<file path="src/rtl/b3d_pkg.sv">
`timescale 1ns / 1ps
package b3d_pkg;

	localparam int unsigned WordW = 32;
	localparam int unsigned NumRounds = 7;
	localparam int unsigned BlockBytes = 64;
	localparam int unsigned DigestWords = 8;
	localparam logic [7:0] FlagsMid = 8'h01;
	localparam logic [7:0] FlagsLast = 8'h0B;

	typedef logic [WordW-1:0] word_t;
	typedef word_t [7:0] cv_t;
	typedef word_t [15:0] msg_t;

	localparam cv_t Iv = '{
		32'h5BE0CD19, 32'h1F83D9AB, 32'h9B05688C, 32'h510E527F,
		32'hA54FF53A, 32'h3C6EF372, 32'hBB67AE85, 32'h6A09E667
	};

	typedef enum logic [2:0] {
		ST_IDLE,
		ST_COMP,
		ST_WAIT,
		ST_EMIT
	} state_t;

	typedef struct packed {
		logic       load_byte;
		logic       start_mid;
		logic       start_last;
		logic       step;
		logic       finish;
		logic       emit_clear;
	} cmd_t;

	typedef struct packed {
		logic       full;
		logic       nonempty;
		logic       round_done;
	} stat_t;

	function automatic word_t ror(input word_t w, input int unsigned n);
		ror = (w >> n) | (w << (WordW - n));
	endfunction

	function automatic logic [3:0] perm(input logic [3:0] i);
		logic [3:0] r;
		case (i)
			4'd0: r = 4'd2;
			4'd1: r = 4'd6;
			4'd2: r = 4'd3;
			4'd3: r = 4'd10;
			4'd4: r = 4'd7;
			4'd5: r = 4'd0;
			4'd6: r = 4'd4;
			4'd7: r = 4'd13;
			4'd8: r = 4'd1;
			4'd9: r = 4'd11;
			4'd10: r = 4'd12;
			4'd11: r = 4'd5;
			4'd12: r = 4'd9;
			4'd13: r = 4'd14;
			4'd14: r = 4'd15;
			default: r = 4'd8;
		endcase
		perm = r;
	endfunction

endpackage

</file>
<file path="src/rtl/b3d_ctrl.sv">
`timescale 1ns / 1ps
module b3d_ctrl (
	input  logic           clk,
	input  logic           arst_n,
	input  logic           in_valid,
	input  logic           byte_valid,
	input  logic           last,
	output logic           in_ready,
	output logic           out_valid,
	input  logic           out_ready,
	output logic [2:0]     idx,
	output b3d_pkg::cmd_t  cmd,
	input  b3d_pkg::stat_t st
);

	b3d_pkg::state_t state_q, state_d;
	logic pend_last_q, pend_last_d;
	logic [2:0] idx_q, idx_d;
	logic acc;
	logic cmd_last_q;
	logic load_after_q;

	assign acc = in_valid && in_ready;
	assign idx = idx_q;

	always_ff @(posedge clk or negedge arst_n) begin
		if (!arst_n) begin
			state_q <= b3d_pkg::ST_IDLE;
			pend_last_q <= 1'b0;
			idx_q <= '0;
		end else begin
			state_q <= state_d;
			pend_last_q <= pend_last_d;
			idx_q <= idx_d;
		end
	end

	// next state
	always_comb begin
		state_d = state_q;
		pend_last_d = pend_last_q;
		idx_d = idx_q;
		case (state_q)
			b3d_pkg::ST_IDLE: begin
				if (acc) begin
					pend_last_d = last;
					if (byte_valid && st.full) begin
						state_d = b3d_pkg::ST_COMP;
					end else if (last && (st.nonempty || byte_valid)) begin
						state_d = b3d_pkg::ST_WAIT;
					end else if (last) begin
						state_d = b3d_pkg::ST_EMIT;
						idx_d = '0;
					end
				end
			end
			b3d_pkg::ST_COMP: begin
				if (st.round_done) begin
					if (pend_last_q) begin
						state_d = b3d_pkg::ST_WAIT;
						pend_last_d = 1'b0;
					end else begin
						state_d = b3d_pkg::ST_IDLE;
					end
				end
			end
			b3d_pkg::ST_WAIT: begin
				state_d = b3d_pkg::ST_COMP;
				pend_last_d = 1'b0;
			end
			b3d_pkg::ST_EMIT: begin
				if (out_ready) begin
					idx_d = idx_q + 3'd1;
					if (idx_q == 3'd7) begin
						state_d = b3d_pkg::ST_IDLE;
					end
				end
			end
			default: state_d = b3d_pkg::ST_IDLE;
		endcase
		if (state_q == b3d_pkg::ST_COMP && st.round_done && !pend_last_q && cmd_last_q) begin
			state_d = b3d_pkg::ST_EMIT;
			idx_d = '0;
		end
	end

	// remember whether the running compression is the final one
	always_ff @(posedge clk or negedge arst_n) begin
		if (!arst_n) begin
			cmd_last_q <= 1'b0;
		end else if (cmd.start_last) begin
			cmd_last_q <= 1'b1;
		end else if (cmd.start_mid) begin
			cmd_last_q <= 1'b0;
		end
	end

	// outputs
	always_comb begin
		cmd = '0;
		in_ready = (state_q == b3d_pkg::ST_IDLE);
		out_valid = (state_q == b3d_pkg::ST_EMIT);
		case (state_q)
			b3d_pkg::ST_IDLE: begin
				cmd.start_mid = acc && byte_valid && st.full;
				cmd.load_byte = acc && byte_valid && !st.full;
			end
			b3d_pkg::ST_COMP: begin
				cmd.step = 1'b1;
				cmd.finish = st.round_done;
				cmd.load_byte = st.round_done && load_after_q;
			end
			b3d_pkg::ST_WAIT: begin
				cmd.start_last = 1'b1;
			end
			b3d_pkg::ST_EMIT: begin
				cmd.emit_clear = out_ready && (idx_q == 3'd7);
			end
			default: cmd = '0;
		endcase
	end

	// byte that triggered a held-block compression lands once it finishes
	always_ff @(posedge clk or negedge arst_n) begin
		if (!arst_n) begin
			load_after_q <= 1'b0;
		end else if (cmd.start_mid) begin
			load_after_q <= 1'b1;
		end else if (cmd.finish) begin
			load_after_q <= 1'b0;
		end
	end

endmodule

</file>
<file path="config.mk">
export PLATFORM = sky130hd
export DESIGN_NAME = b3d_ctrl
export DESIGN_NICKNAME = d
export VERILOG_FILES = /design/src/rtl/b3d_pkg.sv /design/src/rtl/b3d_ctrl.sv
export SDC_FILE = /design/constraint.sdc
export NUM_CORES = 1
export LEC_CHECK = 0
export BUFFER_PORTS_ARGS = -buffer_cell sky130_fd_sc_hd__buf_2
export CAP_MARGIN = 20
export CORE_AREA = 3 3 40 42
export CTS_BUF_LIST = sky130_fd_sc_hd__clkbuf_8
export DETAILED_ROUTE_END_ITERATION = 6
export DIE_AREA = 0 0 43 45
export PLACE_DENSITY_LB_ADDON = 0.1
export SYNTH_ARGS = -nofsm -noshare
export SYNTH_HDL_FRONTEND = slang
export SYNTH_SLANG_ARGS = --single-unit
</file>
<file path="constraint.sdc">
create_clock -name clk -period 2.4 [get_ports clk]
set_input_delay 0.36 -clock clk [delete_from_list [all_inputs] [get_ports clk]]
set_output_delay 0.36 -clock clk [all_outputs]
set_load 0.05 [all_outputs]
</file>
==> impl_results.md <==
* Share of cells above drive strength 1 at 31.8%
* Final Hold Viols at 0
* # IOs at 20
* Post-route setup TNS at 0 ps
* Die area at 0.00194 mm^2
* Die Height at about 45 um
* Routed Antenna Nets at 0
* Synth cell types at 25
* Port buffer count at 19
* CTS tree: built
* # Max-Cap Violations at 0
* PwrDens at 1400 mW/mm^2
* Largest net degree at the start of global routing at 9
* DP HPWL at 982 um
* Num CTS Buffers at 3
* Crit Path Category: reg2reg
* DRC at 0
* Die width at between 40 and 50 um
* Initial antenna violation count at 0
* Synth Warn # at 0
* FF-to-FF setup slack at 330 ps
* GRT overflow at 0
* Leakage at 0.412 nW
* Cell types occupying the most area after synthesis: dfrtp_1, ha_1, nor2b_1, a2111oi_4, a21oi_1
* RSZ-0062 raised after global routing: no
* Clock Sinks at 8
* # setup viols final at 0
* Post-placement setup slack at 358 ps
* Total core area at 0.00128 mm^2
* Num rows at 13
* Slew Viols, Final at 0
* Critical path arrival at ~2200 ps
* Register area share after synthesis at 34.3%
* Syn Inst Count at 61
* Filler cells at 121
* GR Util All Layers at 15.9%
* Crit start category: flop
* Worst-path fanout max at 7
* Worst-case clock buffer depth at 2
* Nature of the critical path endpoint: flop
* Leading area contributor after synthesis: dfrtp_1
* Global-route wire length before repair at 2310 um
* Syn nets at 77
* Period minus WS final at 2070 ps
* GPL Wtd Cong at ~0.85
* Slew margin rel. at approximately 74%
* Drt first pass iters at 3
* Multi-input combinational cell area at 367 um^2
* HP Class: in2reg
* Syn_area_per_cell at 9.58 um^2
* Commonest non-fill, non-tap cells in the layout: buf_2, dfrtp_1, ha_1
* Routed WL at around 1200 um
* #FFs+latches synth at 8
* Clock Skew at 1.92 ps
* Vias in the first global route at 528
* Fmax at 482 MHz
* WL per Instance at 12.4 um
* Vias per cell at roughly 5.1
* Top cell type's share of synthesized area at 34.3%
* # diodes at 0
* CTS clk-pin slew, worst paths at 40 ps
* Post_cts resized at 0
* Reg area at 200 um^2
* Synth-to-layout area growth at 29.8%
* Period utilisation layout at between 80% and 90%
* H-Tree Depth at 1
* Worst-Skew Late Latency at 230 ps
* Worst Path Required at 2500 ps
* Iter 0 DRT Violations at 11
* VDD IR max at 0.000553 V
* Starting Density at 45.5%
* Fin nets at 103
* Outcome: complete, no violations
* Synthesized area at 584 um^2
* Worst setup margin at about 330 ps
* Most common cell after layout, fill and taps aside: buf_2
* Least-Margin Pin Slew at around 390 ps
* Root Buffer: clkbuf_8
* Via count at 514
## layout make-up
cell class | count | share of cell area [%]
sequential | 8 | 26.4
clock buffer | 3 | 5.45
inverter | 5 | 2.48
tap | 15 | 2.48
multi-input combinational | 48 | 48.3
timing repair buffer | 21 | 14.9
## state kept, by name, summed over array words and instances, names as in the netlist
register and count:
pend_last_q 1, load_after_q 1, idx 3, cmd_last_q 1, state_q 2
## cell usage after synthesis
master / number
ha_1: 7
nand3_1: 2
inv_1: 5
a21o_1: 1
o21ai_0: 2
a21bo_2: 1
or4_1: 1
a2111oi_4: 1
nand2b_1: 3
o21ai_1: 1
nor2b_1: 6
and4_1: 1
nor3_1: 3
mux2i_1: 1
a211oi_1: 1
dfrtp_1: 8
a21oi_1: 4
and3_1: 1
or3b_4: 1
a31oi_1: 1
a32o_1: 1
nand2_1: 2
o21bai_1: 2
nand3b_1: 2
nor2_1: 3
## where the power goes
part	switching [W]	leakage (nW)	total, W	internal, W
clock	0.0000543	0.0216	0.000163	0.000109
sequential	0.0000452	0.101	0.000231	0.000186
combinational	0.000430	0.289	0.000665	0.000235
## per-layer routing
metal / track usage (%) / vias up / wire, um
met5: 0 / - / 0
met4: 8.43 / 0 / 9
met3: 3.59 / 2 / 62
met2: 23.4 / 11 / 578
met1: 21.7 / 235 / 586
li1: - / 266 / -
## cell families (layout without fill, tap and decap cells)
family          Yosys count  count (layout)  share of synthesized area, %
flops                     8               8                          34.3
simple gates             25              25                          25.5
buf+inv                   5              29                          3.21
compound gates           15              15                          20.3
fa+ha+maj                 7               7                          15.0
mux                       1               1                          1.71
## metrics by stage
stage	cells	total power [W]	hold WS, ps	instance area, um^2	util (%)
floorplan	61	0.000767	64.4	586	-
global placement	96	0.000896	212	707	55.0
detailed placement	96	0.000898	214	707	55.0
CTS	100	0.00107	478	758	59.0
global route	100	0.00115	500	758	59.0
finish	100	0.00106	475	758	59.0
## worst max-delay path, stage by stage (launching register included)
cell and delay [ps]:
dfrtp_1 430, inv_1 110, ha_1 300, nor2b_1 210, or4_1 560, a211oi_1 250, o21ai_1 100
## path summary, 6_finish.rpt
check / from / to / depth (start not counted)
max: state_q[0]$_DFFE_PN0P_ / state_q[0]$_DFFE_PN0P_ / 6
min: last / pend_last_q$_DFFE_PN0P_ / 3
max reg2reg: state_q[0]$_DFFE_PN0P_ / state_q[0]$_DFFE_PN0P_ / 6
min reg2reg: load_after_q$_DFFE_PN0P_ / load_after_q$_DFFE_PN0P_ / 1
max in group asynchronous: arst_n / state_q[1]$_DFFE_PN0P_ / 2
min in group asynchronous: arst_n / load_after_q$_DFFE_PN0P_ / 2
## timing repair
action,4_1_cts,5_1_grt
endpoints found under the hold margin,8,0
buffers inserted,0,0
hold buffers,1,0
Power figures use the tool's default switching activity.
